File: config.mk
export PLATFORM = sky130hd
export DESIGN_NAME = lru_timestamp_handle_cache_flat
export DESIGN_NICKNAME = d
export VERILOG_FILES = /design/src/sv/ltc_pkg.sv /design/src/sv/ltc_req_if.sv /design/src/sv/ltc_rsp_if.sv /design/src/sv/ltc_ctrl.sv /design/src/sv/ltc_datapath.sv /design/src/sv/lru_timestamp_handle_cache.sv /design/src/flat_wrapper.sv
export SDC_FILE = /design/constraint.sdc
export NUM_CORES = 2
export LEC_CHECK = 0
export BUFFER_PORTS_ARGS = -buffer_cell sky130_fd_sc_hd__buf_2
export CAP_MARGIN = 20
export CORE_UTILIZATION = 30
export CTS_BUF_LIST = sky130_fd_sc_hd__clkbuf_16
export CTS_CLUSTER_DIAMETER = 150
export DETAILED_ROUTE_END_ITERATION = 16
export SLEW_MARGIN = 0
export SYNTH_ARGS = -nofsm -noshare
export SYNTH_HDL_FRONTEND = slang
export SYNTH_HIERARCHICAL = 1
export SYNTH_SLANG_ARGS = --single-unit
File: constraint.sdc
create_clock -name i_clk -period 23 [get_ports i_clk]
set_input_delay 1.15 -clock i_clk [delete_from_list [all_inputs] [get_ports i_clk]]
set_output_delay 1.15 -clock i_clk [all_outputs]
set_load 0.01 [all_outputs]
File: src/sv/ltc_pkg.sv
// ----------------------------------------------------------------------------
// ltc_pkg: shared types for the timestamp LRU handle cache
// Field types, the controller state encoding and the command/status structs
// that join the controller to the datapath.
// ----------------------------------------------------------------------------
package ltc_pkg;

    typedef logic [30:0] t_icon;
    typedef logic [2:0]  t_size;
    typedef logic [31:0] t_frame;
    typedef logic [47:0] t_handle;
    typedef logic [33:0] t_key;
    typedef logic [3:0]  t_slot;
    typedef logic [4:0]  t_limit;

    localparam t_limit LIMIT_RESET = 5'd16;
    localparam t_frame STAMP_MAX   = 32'hFFFF_FFFF;

    typedef enum logic [1:0] {
        S_IDLE,
        S_SCAN,
        S_DRAIN,
        S_FINISH
    } t_state;

    // Commands from the controller to the datapath.
    typedef struct packed {
        logic start;   // latch a new request and clear the scan results
        logic rd;      // read the entry at the scan address and advance
        logic commit;  // update the stores and load the result register
    } t_cmd;

    // Status from the datapath to the controller.
    typedef struct packed {
        logic count_zero;  // no entries in use
        logic addr_last;   // scan address points at the last entry in use
        logic out_busy;    // result register holds a result not yet taken
    } t_sts;

endpackage

File: src/sv/ltc_req_if.sv
// ----------------------------------------------------------------------------
// ltc_req_if: request channel of the handle cache
// Valid/ready handshake carrying the lookup key, frame and candidate handle.
// ----------------------------------------------------------------------------
interface ltc_req_if;
    import ltc_pkg::*;

    logic    valid;
    logic    ready;
    t_icon   icon_index;
    t_size   size_class;
    t_frame  current_frame;
    t_handle new_handle;

    modport source (output valid, icon_index, size_class, current_frame, new_handle,
                    input ready);
    modport sink   (input valid, icon_index, size_class, current_frame, new_handle,
                    output ready);
endinterface

File: src/sv/ltc_rsp_if.sv
// ----------------------------------------------------------------------------
// ltc_rsp_if: response channel of the handle cache
// Valid/ready handshake carrying one lookup result.
// ----------------------------------------------------------------------------
interface ltc_rsp_if;
    import ltc_pkg::*;

    logic    valid;
    logic    ready;
    t_handle handle_out;
    logic    was_hit;
    t_slot   slot_used;
    logic    did_evict;
    t_handle evicted_handle;

    modport source (output valid, handle_out, was_hit, slot_used, did_evict,
                    evicted_handle, input ready);
    modport sink   (input valid, handle_out, was_hit, slot_used, did_evict,
                    evicted_handle, output ready);
endinterface

File: src/sv/ltc_ctrl.sv
// ----------------------------------------------------------------------------
// ltc_ctrl: sequencing controller of the handle cache
// Accepts a request, steps the datapath through the entry scan and commits.
// ----------------------------------------------------------------------------
module ltc_ctrl (
    input  logic          i_clk,
    input  logic          i_rst_n,
    input  logic          i_in_valid,
    output logic          o_in_ready,
    output ltc_pkg::t_cmd o_cmd,
    input  ltc_pkg::t_sts i_sts
);
    import ltc_pkg::*;

    t_state r_state;
    t_state n_state;

    always_ff @(posedge i_clk) begin
        if (!i_rst_n) begin
            r_state <= S_IDLE;
        end else begin
            r_state <= n_state;
        end
    end

    always_comb begin
        n_state    = r_state;
        o_in_ready = 1'b0;
        o_cmd      = '0;
        case (r_state)
            S_IDLE: begin
                o_in_ready = 1'b1;
                if (i_in_valid) begin
                    o_cmd.start = 1'b1;
                    n_state     = i_sts.count_zero ? S_FINISH : S_SCAN;
                end
            end
            S_SCAN: begin
                o_cmd.rd = 1'b1;
                if (i_sts.addr_last) begin
                    n_state = S_DRAIN;
                end
            end
            S_DRAIN: begin
                // The last read result is compared during this cycle.
                n_state = S_FINISH;
            end
            S_FINISH: begin
                if (!i_sts.out_busy) begin
                    o_cmd.commit = 1'b1;
                    n_state      = S_IDLE;
                end
            end
            default: begin
                n_state = S_IDLE;
            end
        endcase
    end

endmodule

File: src/sv/ltc_datapath.sv
// ----------------------------------------------------------------------------
// ltc_datapath: entry stores, scan compare and result register
// Holds the key, handle and stamp memories, tracks the first match and the
// oldest entry over the scan, and applies the hit, append or replace update.
// ----------------------------------------------------------------------------
module ltc_datapath #(
    parameter int ENTRIES = 16
) (
    input  logic             i_clk,
    input  logic             i_rst_n,
    input  ltc_pkg::t_icon   i_icon_index,
    input  ltc_pkg::t_size   i_size_class,
    input  ltc_pkg::t_frame  i_current_frame,
    input  ltc_pkg::t_handle i_new_handle,
    input  logic             i_cfg_we,
    input  ltc_pkg::t_limit  i_cfg_wdata,
    input  ltc_pkg::t_cmd    i_cmd,
    output ltc_pkg::t_sts    o_sts,
    output logic             o_out_valid,
    input  logic             i_out_ready,
    output ltc_pkg::t_handle o_handle_out,
    output logic             o_was_hit,
    output ltc_pkg::t_slot   o_slot_used,
    output logic             o_did_evict,
    output ltc_pkg::t_handle o_evicted_handle
);
    import ltc_pkg::*;

    localparam int AW    = (ENTRIES > 1) ? $clog2(ENTRIES) : 1;
    localparam int CW    = $clog2(ENTRIES + 1);
    localparam int CMP_W = (CW > 5) ? CW : 5;

    // Entry stores.
    t_key    mem_key    [ENTRIES];
    t_handle mem_handle [ENTRIES];
    t_frame  mem_stamp  [ENTRIES];

    t_limit          r_limit;
    logic [CW-1:0]   r_count;

    // Latched request.
    t_key            r_key;
    t_frame          r_frame;
    t_handle         r_new_handle;

    // Scan address and registered read port.
    logic [AW-1:0]   r_addr;
    logic            r_rd_valid;
    logic [AW-1:0]   r_rd_idx;
    t_key            r_rd_key;
    t_handle         r_rd_handle;
    t_frame          r_rd_stamp;

    // Scan results.
    logic            r_hit;
    logic [AW-1:0]   r_hit_idx;
    t_handle         r_hit_handle;
    t_frame          r_oldest;
    logic [AW-1:0]   r_best;
    t_handle         r_best_handle;

    // Result register.
    logic            r_out_valid;
    t_handle         r_handle_out;
    logic            r_was_hit;
    t_slot           r_slot_used;
    logic            r_did_evict;
    t_handle         r_evicted_handle;

    logic [CMP_W-1:0] eff_limit;
    logic             can_append;
    logic             do_write;
    logic [AW-1:0]    wr_slot;
    logic [AW+3:0]    slot_ext;

    always_comb begin
        if (r_limit == '0) begin
            eff_limit = CMP_W'(1);
        end else if (CMP_W'(r_limit) > CMP_W'(ENTRIES)) begin
            eff_limit = CMP_W'(ENTRIES);
        end else begin
            eff_limit = CMP_W'(r_limit);
        end
    end

    assign can_append = CMP_W'(r_count) < eff_limit;
    assign do_write   = i_cmd.commit && !r_hit && (r_new_handle != '0);
    assign wr_slot    = can_append ? r_count[AW-1:0] : r_best;

    // Slot numbers are reported modulo 16.
    always_comb begin
        if (r_hit) begin
            slot_ext = {4'b0000, r_hit_idx};
        end else begin
            slot_ext = {4'b0000, wr_slot};
        end
    end

    // Memory write and registered read.
    always_ff @(posedge i_clk) begin
        if (do_write) begin
            mem_key[wr_slot]    <= r_key;
            mem_handle[wr_slot] <= r_new_handle;
            mem_stamp[wr_slot]  <= r_frame;
        end else if (i_cmd.commit && r_hit) begin
            mem_stamp[r_hit_idx] <= r_frame;
        end
        r_rd_key    <= mem_key[r_addr];
        r_rd_handle <= mem_handle[r_addr];
        r_rd_stamp  <= mem_stamp[r_addr];
        r_rd_idx    <= r_addr;
    end

    // Control state.
    always_ff @(posedge i_clk) begin
        if (!i_rst_n) begin
            r_limit     <= LIMIT_RESET;
            r_count     <= '0;
            r_rd_valid  <= 1'b0;
            r_hit       <= 1'b0;
            r_out_valid <= 1'b0;
            r_addr      <= '0;
        end else begin
            if (i_cfg_we) begin
                r_limit <= i_cfg_wdata;
            end
            r_rd_valid <= i_cmd.rd;
            if (i_cmd.start) begin
                r_addr <= '0;
            end else if (i_cmd.rd) begin
                r_addr <= r_addr + AW'(1);
            end
            if (i_cmd.start) begin
                r_hit <= 1'b0;
            end else if (r_rd_valid && !r_hit && (r_rd_key == r_key)) begin
                r_hit <= 1'b1;
            end
            if (do_write && can_append) begin
                r_count <= r_count + CW'(1);
            end
            if (i_cmd.commit) begin
                r_out_valid <= 1'b1;
            end else if (i_out_ready) begin
                r_out_valid <= 1'b0;
            end
        end
    end

    // Payload registers.
    always_ff @(posedge i_clk) begin
        if (i_cmd.start) begin
            r_key        <= {i_size_class, i_icon_index};
            r_frame      <= i_current_frame;
            r_new_handle <= i_new_handle;
            r_oldest     <= STAMP_MAX;
            r_best       <= '0;
        end
        if (r_rd_valid) begin
            if (!r_hit && (r_rd_key == r_key)) begin
                r_hit_idx    <= r_rd_idx;
                r_hit_handle <= r_rd_handle;
            end
            // Entry zero is always taken as the first candidate so that its
            // handle is at hand when no stamp lies below the maximum.
            if ((r_rd_stamp < r_oldest) || (r_rd_idx == '0)) begin
                r_oldest      <= r_rd_stamp;
                r_best        <= r_rd_idx;
                r_best_handle <= r_rd_handle;
            end
        end
        if (i_cmd.commit) begin
            if (r_hit) begin
                r_handle_out     <= r_hit_handle;
                r_was_hit        <= 1'b1;
                r_slot_used      <= slot_ext[3:0];
                r_did_evict      <= 1'b0;
                r_evicted_handle <= '0;
            end else if (r_new_handle == '0) begin
                r_handle_out     <= '0;
                r_was_hit        <= 1'b0;
                r_slot_used      <= '0;
                r_did_evict      <= 1'b0;
                r_evicted_handle <= '0;
            end else begin
                r_handle_out     <= r_new_handle;
                r_was_hit        <= 1'b0;
                r_slot_used      <= slot_ext[3:0];
                r_did_evict      <= !can_append;
                r_evicted_handle <= can_append ? '0 : r_best_handle;
            end
        end
    end

    assign o_sts.count_zero = (r_count == '0);
    assign o_sts.addr_last  = (CW'(r_addr) == (r_count - CW'(1)));
    assign o_sts.out_busy   = r_out_valid && !i_out_ready;

    assign o_out_valid      = r_out_valid;
    assign o_handle_out     = r_handle_out;
    assign o_was_hit        = r_was_hit;
    assign o_slot_used      = r_slot_used;
    assign o_did_evict      = r_did_evict;
    assign o_evicted_handle = r_evicted_handle;

endmodule

File: src/sv/lru_timestamp_handle_cache.sv
// Requests are taken one at a time: a new request is accepted only after the previous one has
// committed. The entries in use are scanned through the single read port of the entry stores,
// visited one entry per cycle.
// Reset: synchronous, active low; clears the entry count, the result valid flag and sets
// the entry limit to 16. The entry stores are not cleared; only written entries are read.
// ----------------------------------------------------------------------------
// lru_timestamp_handle_cache: fully associative handle cache, timestamp LRU
// Looks up an (icon, size class) key; hits refresh the stamp, misses with a nonzero new
// handle append or replace the entry with the oldest stamp and report its handle.
// ----------------------------------------------------------------------------
module lru_timestamp_handle_cache #(
    parameter int ENTRIES = 16
) (
    input  logic            i_clk,
    input  logic            i_rst_n,
    input  logic            i_cfg_we,
    input  ltc_pkg::t_limit i_cfg_wdata,
    ltc_req_if.sink         i_req,
    ltc_rsp_if.source       o_rsp
);
    import ltc_pkg::*;

    // The controller only sequences; all state of the cache itself lives in
    // the datapath. They talk through one command and one status struct.
    t_cmd cmd;
    t_sts sts;

    // The controller takes a request in its idle state. The request fields
    // are latched by the datapath on the start command, so the channel is
    // free again as soon as the transfer completes.
    ltc_ctrl u_ctrl (
        .i_clk      (i_clk),
        .i_rst_n    (i_rst_n),
        .i_in_valid (i_req.valid),
        .o_in_ready (i_req.ready),
        .o_cmd      (cmd),
        .i_sts      (sts)
    );

    // The datapath scans entries 0 to count-1 through a registered read
    // port. For every entry it checks the key (first match wins) and tracks
    // the strictly smallest stamp, lowest index on ties. On commit it writes
    // the stores and loads the result register, which holds its result
    // until the response transfer; a new request may already be scanning.
    ltc_datapath #(
        .ENTRIES (ENTRIES)
    ) u_datapath (
        .i_clk            (i_clk),
        .i_rst_n          (i_rst_n),
        .i_icon_index     (i_req.icon_index),
        .i_size_class     (i_req.size_class),
        .i_current_frame  (i_req.current_frame),
        .i_new_handle     (i_req.new_handle),
        .i_cfg_we         (i_cfg_we),
        .i_cfg_wdata      (i_cfg_wdata),
        .i_cmd            (cmd),
        .o_sts            (sts),
        .o_out_valid      (o_rsp.valid),
        .i_out_ready      (o_rsp.ready),
        .o_handle_out     (o_rsp.handle_out),
        .o_was_hit        (o_rsp.was_hit),
        .o_slot_used      (o_rsp.slot_used),
        .o_did_evict      (o_rsp.did_evict),
        .o_evicted_handle (o_rsp.evicted_handle)
    );

    // A new result appears only right after a commit.
    a_rose_after_commit: assert property (@(posedge i_clk) disable iff (!i_rst_n)
        $rose(o_rsp.valid) |-> $past(cmd.commit))
        else $error("result valid rose without a commit");

    // A commit never overwrites a result that is still waiting.
    a_no_overwrite: assert property (@(posedge i_clk) disable iff (!i_rst_n)
        cmd.commit |-> !(o_rsp.valid && !o_rsp.ready))
        else $error("commit while result register busy");

    // A hit never replaces an entry.
    a_hit_no_evict: assert property (@(posedge i_clk) disable iff (!i_rst_n)
        o_rsp.valid |-> !(o_rsp.was_hit && o_rsp.did_evict))
        else $error("hit reported together with an eviction");

    // No request is taken while a scan or commit is in progress.
    a_start_idle: assert property (@(posedge i_clk) disable iff (!i_rst_n)
        cmd.start |=> !i_req.ready)
        else $error("request channel ready during a lookup");

endmodule
File: src/flat_wrapper.sv
// flat-port wrapper written by rule: the top's interface ports become plain ports
module lru_timestamp_handle_cache_flat import ltc_pkg::*;
#(
    parameter int ENTRIES = 16
)
  (i_clk, i_rst_n, i_cfg_we, i_cfg_wdata, i_req_valid, i_req_icon_index, i_req_size_class, i_req_current_frame, i_req_new_handle, i_req_ready, o_rsp_valid, o_rsp_handle_out, o_rsp_was_hit, o_rsp_slot_used, o_rsp_did_evict, o_rsp_evicted_handle, o_rsp_ready);
  ltc_req_if i_req_i ();
  ltc_rsp_if o_rsp_i ();
  input  logic i_clk;
  input  logic i_rst_n;
  input  logic i_cfg_we;
  input  ltc_pkg::t_limit i_cfg_wdata;
  input wire logic [$bits(i_req_i.valid)-1:0] i_req_valid;
  input wire logic [$bits(i_req_i.icon_index)-1:0] i_req_icon_index;
  input wire logic [$bits(i_req_i.size_class)-1:0] i_req_size_class;
  input wire logic [$bits(i_req_i.current_frame)-1:0] i_req_current_frame;
  input wire logic [$bits(i_req_i.new_handle)-1:0] i_req_new_handle;
  output wire logic [$bits(i_req_i.ready)-1:0] i_req_ready;
  output wire logic [$bits(o_rsp_i.valid)-1:0] o_rsp_valid;
  output wire logic [$bits(o_rsp_i.handle_out)-1:0] o_rsp_handle_out;
  output wire logic [$bits(o_rsp_i.was_hit)-1:0] o_rsp_was_hit;
  output wire logic [$bits(o_rsp_i.slot_used)-1:0] o_rsp_slot_used;
  output wire logic [$bits(o_rsp_i.did_evict)-1:0] o_rsp_did_evict;
  output wire logic [$bits(o_rsp_i.evicted_handle)-1:0] o_rsp_evicted_handle;
  input wire logic [$bits(o_rsp_i.ready)-1:0] o_rsp_ready;
  assign i_req_i.valid = i_req_valid;
  assign i_req_i.icon_index = i_req_icon_index;
  assign i_req_i.size_class = i_req_size_class;
  assign i_req_i.current_frame = i_req_current_frame;
  assign i_req_i.new_handle = i_req_new_handle;
  assign i_req_ready = i_req_i.ready;
  assign o_rsp_valid = o_rsp_i.valid;
  assign o_rsp_handle_out = o_rsp_i.handle_out;
  assign o_rsp_was_hit = o_rsp_i.was_hit;
  assign o_rsp_slot_used = o_rsp_i.slot_used;
  assign o_rsp_did_evict = o_rsp_i.did_evict;
  assign o_rsp_evicted_handle = o_rsp_i.evicted_handle;
  assign o_rsp_i.ready = o_rsp_ready;
  lru_timestamp_handle_cache #(.ENTRIES(ENTRIES)) u_core (.i_clk(i_clk), .i_rst_n(i_rst_n), .i_cfg_we(i_cfg_we), .i_cfg_wdata(i_cfg_wdata), .i_req(i_req_i), .o_rsp(o_rsp_i));
endmodule
==> Word level (Yosys, flattened, before mapping) <==
Memory sizes are Yosys's and may differ from the RTL's. A register that Yosys moved wholly into a read port is not among the register bits.
Cells that the tools add are included.
{ "word_totals": {"output_inout_bits": 104, "word_cells": 101, "in_bits": 124, "regBits": 375, "n_memories": 3, "mem_bits_rw": 1824} }
{ "op_classes": {"bitwise": 1, "addsub": 3, "order_cmp": 3, "muxes": 36, "n_reduce_logical": 26, "eq_ne": 8} }
{ "memory_table": {"columns": ["name", "words", "width", "read_ports", "rd_ports_with_merged_regs", "write_ports", "line_no", "text"], "rows": [
  ["u_core.u_datapath.mem_handle", 16, 48, 1, 1, 1, "ltc_datapath.sv:35", "t_handle mem_handle [ENTRIES];"],
  ["u_core.u_datapath.mem_key", 16, 34, 1, 1, 1, "ltc_datapath.sv:34", "t_key mem_key [ENTRIES];"],
  ["u_core.u_datapath.mem_stamp", 16, 32, 1, 1, 1, "ltc_datapath.sv:36", "t_frame mem_stamp [ENTRIES];"]
]} }
{ "op_table": {"columns": ["operator", "n"], "rows": [
  ["32-bit two-way mux", 4],
  ["48-bit two-way mux", 2],
  ["48-bit logical NOT", 1],
  ["48-bit nonzero test", 1],
  ["34-bit == test", 1],
  ["32-bit < comparator", 1],
  ["4-bit two-way mux", 8],
  ["32-bit OR reduction", 1],
  ["1-bit two-way mux", 15],
  ["5-bit logical NOT", 2],
  ["5-bit two-way mux", 2],
  ["1-bit logical AND", 8],
  ["2-bit two-way mux", 4],
  ["2-bit case mux with 4 select lines", 1],
  ["5-bit by 1-bit adder with 5-bit output (second input constant)", 1],
  ["4-bit by 5-bit == test with 1-bit output", 1],
  ["5-bit > comparator (second input constant)", 1],
  ["5-bit < comparator", 1],
  ["5-bit by 1-bit subtractor with 5-bit output (second input constant)", 1],
  ["4-bit by 1-bit adder with 4-bit output (second input constant)", 1],
  ["2-bit == test (second input constant)", 2],
  ["4-bit logical NOT", 1],
  ["2-bit inequality test (second input constant)", 2],
  ["2-bit AND reduction", 2],
  ["10 further kinds", 13]
]} }

==> Longest topological paths before layout <==
{ "logic_depth": {"depth_word": 10, "ltp_mapped": 12, "depth_no_buf": 11} }

==> Cells and area by module <==
Netlist, hierarchy kept.
{ "by_module_without_submodules": {"columns": ["mod", "area_per_inst_um2", "cells_each", "seq_area_each_um2", "n_inst"], "rows": [
  ["ltc_datapath", 84708.7, 3538, 67684.9, 1],
  ["ltc_ctrl", 177.7, 20, 40.0, 1]
]} }

==> Least setup slack after synthesis <==
OpenSTA, ideal clock, no wires.
{ "synth_timing": {"path_type": "input to register", "startpoint": "input port o_rsp_ready", "endpoint": "memory u_core/u_datapath/mem_handle[0][0] (netlist name) (enable)", "path_stages": 5, "slack_ns": 11.433, "path_buffers": 1, "t_arrival_ns": 10.843, "required_ns": 22.276, "setup_time_ns": 0.724, "cell_sequence": "nor2b_1 and2b_2 clkbuf_1 nand2_1 nor4_1"} }
{ "synth_lines": {"columns": ["element", "line_no", "text"], "rows": [
  ["start: declaration", "flat_wrapper.sv:25", "input wire logic [$bits(o_rsp_i.ready)-1:0] o_rsp_ready;"],
  ["end: declaration", "ltc_datapath.sv:35", null]
]} }

==> Worst setup path in the final report <==
{ "layout_timing": {"startpoint": "register u_core.u_datapath.r_limit[4]", "endpoint": "memory u_core/u_datapath/mem_key[2][33] (netlist name) (enable)"} }
{ "layout_via": {"elab_chain_cells": 5, "elab_cells_between_ends": 6} }
{ "layout_rtl": {"columns": ["element", "line_no", "text"], "rows": [
  ["start: declaration", "ltc_datapath.sv:38", "t_limit r_limit;"],
  ["start signal: assignment", "ltc_datapath.sv:125", "r_limit <= i_cfg_wdata;"],
  ["5-bit > comparator", "ltc_datapath.sv:79", "end else if (CMP_W'(r_limit) > CMP_W'(ENTRIES)) begin"],
  ["5-bit two-way mux", "ltc_datapath.sv:79", null],
  ["5-bit two-way mux (*)", "ltc_datapath.sv:77", "if (r_limit == '0) begin"],
  ["5-bit < comparator (*)", "ltc_datapath.sv:86", "assign can_append = CMP_W'(r_count) < eff_limit;"],
  ["4-bit two-way mux (*)", "ltc_datapath.sv:88", "assign wr_slot = can_append ? r_count[AW-1:0] : r_best;"],
  ["end: declaration", "ltc_datapath.sv:34", null]
]} }
Mark *: on every way between the ends. The rest lies on a longest branch, timed or not.

==> impl_metrics.prom <==
# TYPE chip_impl_metric gauge
chip_impl_info{name="status",value="complete, no violations"} 1
chip_impl_metric{name="postRouteAntennaNets",unit=""} 0
chip_impl_metric{name="ir_drop",unit="V"} 0.0000833
chip_impl_metric{name="clock_sinks",unit=""} 2313
chip_impl_metric{name="ff2ff_path_depth",unit=""} 12
chip_impl_metric{name="row_count",unit=""} 194
chip_impl_metric{name="first_global_vias",unit=""} 39600
chip_impl_metric{name="placeable_core_area",unit="sq mm"} 0.280
chip_impl_metric{name="critical_path.max_fanout",unit=""} 60
chip_impl_info{name="timing.critical_path.to_type",value="flop"} 1
chip_impl_info{name="timing.critical_path.mode_cell",value="buf_4"} 1
chip_impl_metric{name="post-route-min-period",unit="ps"} 5180
chip_impl_metric{name="ioPinCount",unit=""} 228
chip_impl_metric{name="place_area",unit="sq mm"} 0.0910
chip_impl_metric{name="area_growth",unit="%"} 16.3
chip_impl_metric{name="worstPathArrival",unit="ps"} 5610
chip_impl_metric{name="dpl_worst_slack",unit="ps"} 17480
chip_impl_metric{name="hold_slack",unit="ps"} 387
chip_impl_metric{name="clk_latency",unit="ps"} 940
chip_impl_metric{name="routed_met2_length",unit="um"} 95400
chip_impl_metric{name="achievable-frequency",unit="MHz"} 193
chip_impl_metric{name="cts_hold_repair.buffers",unit=""} 0
chip_impl_metric{name="req_time_crit_path",unit="ps"} 23430
chip_impl_metric{name="async_reset_ff_frac",unit=""} 0
chip_impl_metric{name="ys_seq_area_frac",unit=""} 0.798
chip_impl_info{name="timing.hold.worst_endpoint",value="u_core/u_datapath/r_new_handle[31]"} 1
chip_impl_metric{name="antenna_found_initial",unit=""} 23
chip_impl_metric{name="post_synth_num_cell_types",unit=""} 60
chip_impl_metric{name="synthCells",unit=""} 3558
chip_impl_metric{name="clock_tree.buffer_depth",unit=""} 4
chip_impl_info{name="critical_path.slowest_cell",value="buf_4"} 1
chip_impl_metric{name="hold_violations_final",unit=""} 0
chip_impl_metric{name="leakage_power",unit="nW"} 30.9
chip_impl_metric{name="drtIter0Drc",unit=""} 3456
chip_impl_metric{name="die-height",unit="um"} 534
chip_impl_metric{name="period_share",unit=""} 0.225
chip_impl_metric{name="cts_setup_buffers",unit=""} 0
chip_impl_metric{name="layout.filler_cells",unit=""} 25500
chip_impl_info{name="worstReg2RegStart",value="u_core/u_datapath/r_limit[4]"} 1
chip_impl_metric{name="design.die.area",unit="sq mm"} 0.285
chip_impl_info{name="worst_r2r_endpoint",value="u_core/u_datapath/mem_key[2][33]"} 1
chip_impl_metric{name="vias",unit=""} 37800
chip_impl_metric{name="finalNetCount",unit=""} 4122
chip_impl_metric{name="grt_pass1_wl",unit="um"} 284000
chip_impl_metric{name="wl_per_cell",unit="um"} 25.0
chip_impl_metric{name="timing_max_transition_violations_final",unit=""} 0
chip_impl_info{name="route.top_layer_used",value="met5"} 1
chip_impl_metric{name="final_cell_area",unit="sq mm"} 0.0987
chip_impl_metric{name="clkSlewWorstSetupHoldPaths",unit="ps"} 60
chip_impl_metric{name="grt_max_degree",unit=""} 139
chip_impl_info{name="mostFrequentLayoutCells",value="edfxtp_1 (2,140), mux4_2 (570), clkbuf_16 (239)"} 1
chip_impl_metric{name="die_w",unit="um"} 534
chip_impl_info{name="hold_class",value="primary input to flop"} 1
chip_impl_metric{name="vias_per_cell",unit=""} 4.80
chip_impl_info{name="start_kind",value="flop"} 1
chip_impl_metric{name="max-cap-violations",unit=""} 0
chip_impl_metric{name="initial_core_util",unit=""} 0.303
chip_impl_info{name="synth_top_flop_cell",value="edfxtp_1"} 1
chip_impl_metric{name="synth.avg_cell_area",unit="sq um"} 23.9
chip_impl_metric{name="cts_buffers",unit=""} 239
chip_impl_metric{name="powerDensity",unit="mW/mm^2"} 103
chip_impl_metric{name="cp.buffers_inverters",unit=""} 5
chip_impl_metric{name="buffer_ports.inserted",unit=""} 227
chip_impl_metric{name="post_synth_instance_area",unit="sq mm"} 0.0849
chip_impl_info{name="leading_cell_type_in_the_layout_fill_and_taps_excluded",value="edfxtp_1"} 1
chip_impl_metric{name="drtPass1Iterations",unit=""} 5
chip_impl_info{name="setup.worst_path.class",value="flop to flop"} 1
chip_impl_metric{name="layout_setup_ws",unit="ps"} 17820
chip_impl_metric{name="worst_case_headroom_to_the_max_slew_limit",unit=""} 0.235
chip_impl_metric{name="worst_slew_pin_tran",unit="ps"} 1150
chip_impl_metric{name="post-dp-hpwl",unit="um"} 106000
chip_impl_metric{name="finalNonFillerCells",unit=""} 7879
chip_impl_info{name="setup_repair_after_global_routing_missed_its_margin",value="no"} 1
chip_impl_info{name="holdCritStartpoint",value="i_req_new_handle[31]"} 1
chip_impl_metric{name="place_congestion",unit=""} 0.770
chip_impl_metric{name="dp_cells",unit=""} 7437
chip_impl_metric{name="yosys_register_bits",unit=""} 2313
chip_impl_metric{name="regToRegSetupSlack",unit="ps"} 17820
chip_impl_metric{name="setup_viol",unit=""} 0
chip_impl_metric{name="route.final.wire_length",unit="um"} 197000
chip_impl_metric{name="mappedNetlistNets",unit=""} 3724
chip_impl_info{name="ordered_list_of_cells_on_the_worst_path",value="inv_1 > nand2_1 > ha_1 > inv_1 > o311ai_1 > a41o_2 > buf_4 > mux2_4 > nand3_1 > nor3_2 > buf_4 > buf_4"} 1
chip_impl_metric{name="fin_worst_skew",unit="ps"} 152
chip_impl_metric{name="cts.repair.resized",unit=""} 0
chip_impl_info{name="cts_tree",value="yes"} 1
chip_impl_metric{name="setup-tns-final",unit="ps"} 0
chip_impl_metric{name="met1_length",unit="um"} 84400
chip_impl_metric{name="drive_above_1_share",unit=""} 0.309
chip_impl_info{name="timing.critical_path.max_delay_family",value="buffers and inverters"} 1
chip_impl_metric{name="whs_path_depth",unit=""} 1
chip_impl_metric{name="route.met3.wl",unit="um"} 11300
chip_impl_metric{name="number_of_flops_mapped_to_enable_cells_by_yosys",unit=""} 2140
chip_impl_metric{name="htreeDepth",unit=""} 4
chip_impl_info{name="clock_tree.root_cell",value="clkbuf_16"} 1
chip_impl_metric{name="grt_usage",unit=""} 0.136
chip_impl_metric{name="critPathMaxStageDelay",unit="ps"} 860
chip_impl_metric{name="yosys_warnings",unit=""} 6
chip_impl_metric{name="grt_remaining_overflow",unit=""} 0
chip_impl_metric{name="drcViolationCount",unit=""} 0
power breakdown:
part	leakage, nW	switching, mW	internal [mW]
sequential	20.8	0.272	5.01
combinational	6.16	0.550	0.530
clock	3.97	1.59	2.20
final cells by class:
cell class,count,area [sq um],share of cell area
Antenna cell,5,12.5,0.000127
Clock buffer,239,5980,0.0606
Clock inverter,196,1720,0.0174
Inverter,48,180,0.00182
Multi-Input combinational cell,1031,16500,0.167
Sequential cell,2313,67700,0.686
Tap cell,3724,4660,0.0472
Timing Repair Buffer,323,1950,0.0197
synthesized netlist by cell type (4+ instances only):
cell type / number / area [sq um]
nand3_1: 9 / 45.0
inv_1: 48 / 180
ha_1: 42 / 526
nor2b_1: 5 / 31.3
dfxtp_1: 173 / 3460
nand2_1: 32 / 120
a22o_1: 51 / 447
edfxtp_1: 2140 / 64300
mux2i_1: 11 / 110
nor3_1: 20 / 100
xnor2_1: 28 / 245
buf_1: 20 / 75.1
and3_1: 48 / 300
and2_1: 8 / 50.1
o22a_1: 32 / 280
xor2_1: 16 / 140
o21a_1: 5 / 37.5
a21oi_1: 15 / 75.1
nor3b_1: 4 / 30.0
nor2_1: 28 / 105
nor4_1: 25 / 156
buf_2: 40 / 200
nor4b_1: 9 / 78.8
o21ai_0: 12 / 60.1
clkbuf_1: 101 / 379
nand2b_1: 4 / 25.0
mux4_2: 570 / 12800
nand4_1: 16 / 100
how the worst max path moves through the flow:
stage | startpoint | to | slack [ps] | cells past startpoint
after global routing | u_core/u_datapath/r_limit[4] | u_core/u_datapath/mem_handle[5][3] | 17540 | 12
after floorplan | o_rsp_ready | u_core/u_datapath/mem_handle[0][0] | 11430 | 5
after CTS | u_core/u_datapath/r_limit[4] | u_core/u_datapath/mem_key[5][5] | 17720 | 12
after global placement | o_rsp_ready | u_core/u_datapath/mem_key[1][28] | 17600 | 9
after detailed placement | o_rsp_ready | u_core/u_datapath/mem_key[1][20] | 17480 | 9
final | u_core/u_datapath/r_limit[4] | u_core/u_datapath/mem_key[2][33] | 17820 | 12
routing by layer:
metal,global-route usage,vias to the layer above
li1,-,15900
met1,0.184,20400
met2,0.223,1141
met3,0.0248,305
met4,0.0417,18
met5,0,-
per-stage QoR:
step	utilization	power [mW]
after floorplan	-	6.04
after global placement	0.324	6.45
after detailed placement	0.325	6.48
after CTS	0.352	10.3
after global routing	0.352	10.5
final	0.352	10.1
flip-flops by register name (all words and copies together), names as in the netlist, 5 cells and up:
signal	count
u_core/u_datapath/mem_handle	768
u_core/u_datapath/mem_key	544
u_core/u_datapath/mem_stamp	512
u_core/u_datapath/o_evicted_handle	48
u_core/u_datapath/o_handle_out	48
u_core/u_datapath/r_best_handle	48
u_core/u_datapath/r_count	5
u_core/u_datapath/r_frame	32
u_core/u_datapath/r_hit_handle	48
u_core/u_datapath/r_key	34
u_core/u_datapath/r_limit	5
u_core/u_datapath/r_new_handle	48
u_core/u_datapath/r_oldest	32
u_core/u_datapath/r_rd_handle	48
u_core/u_datapath/r_rd_key	34
u_core/u_datapath/r_rd_stamp	32
kinds of logic (layout without fill, tap and decap cells):
logic type | after synthesis | after routing | share of synthesized area
AOI/OAI and AO/OA | 146 | 146 | 0.0139
xor gates and xnor gates | 44 | 44 | 0.00454
adders and majority gates | 42 | 42 | 0.00619
buffers and inverters | 214 | 806 | 0.0104
DFF | 2313 | 2313 | 0.798
muxes | 586 | 586 | 0.153
other | 0 | 5 | 0
and+or+nand+nor | 213 | 213 | 0.0139
Power figures use the tool's default switching activity.
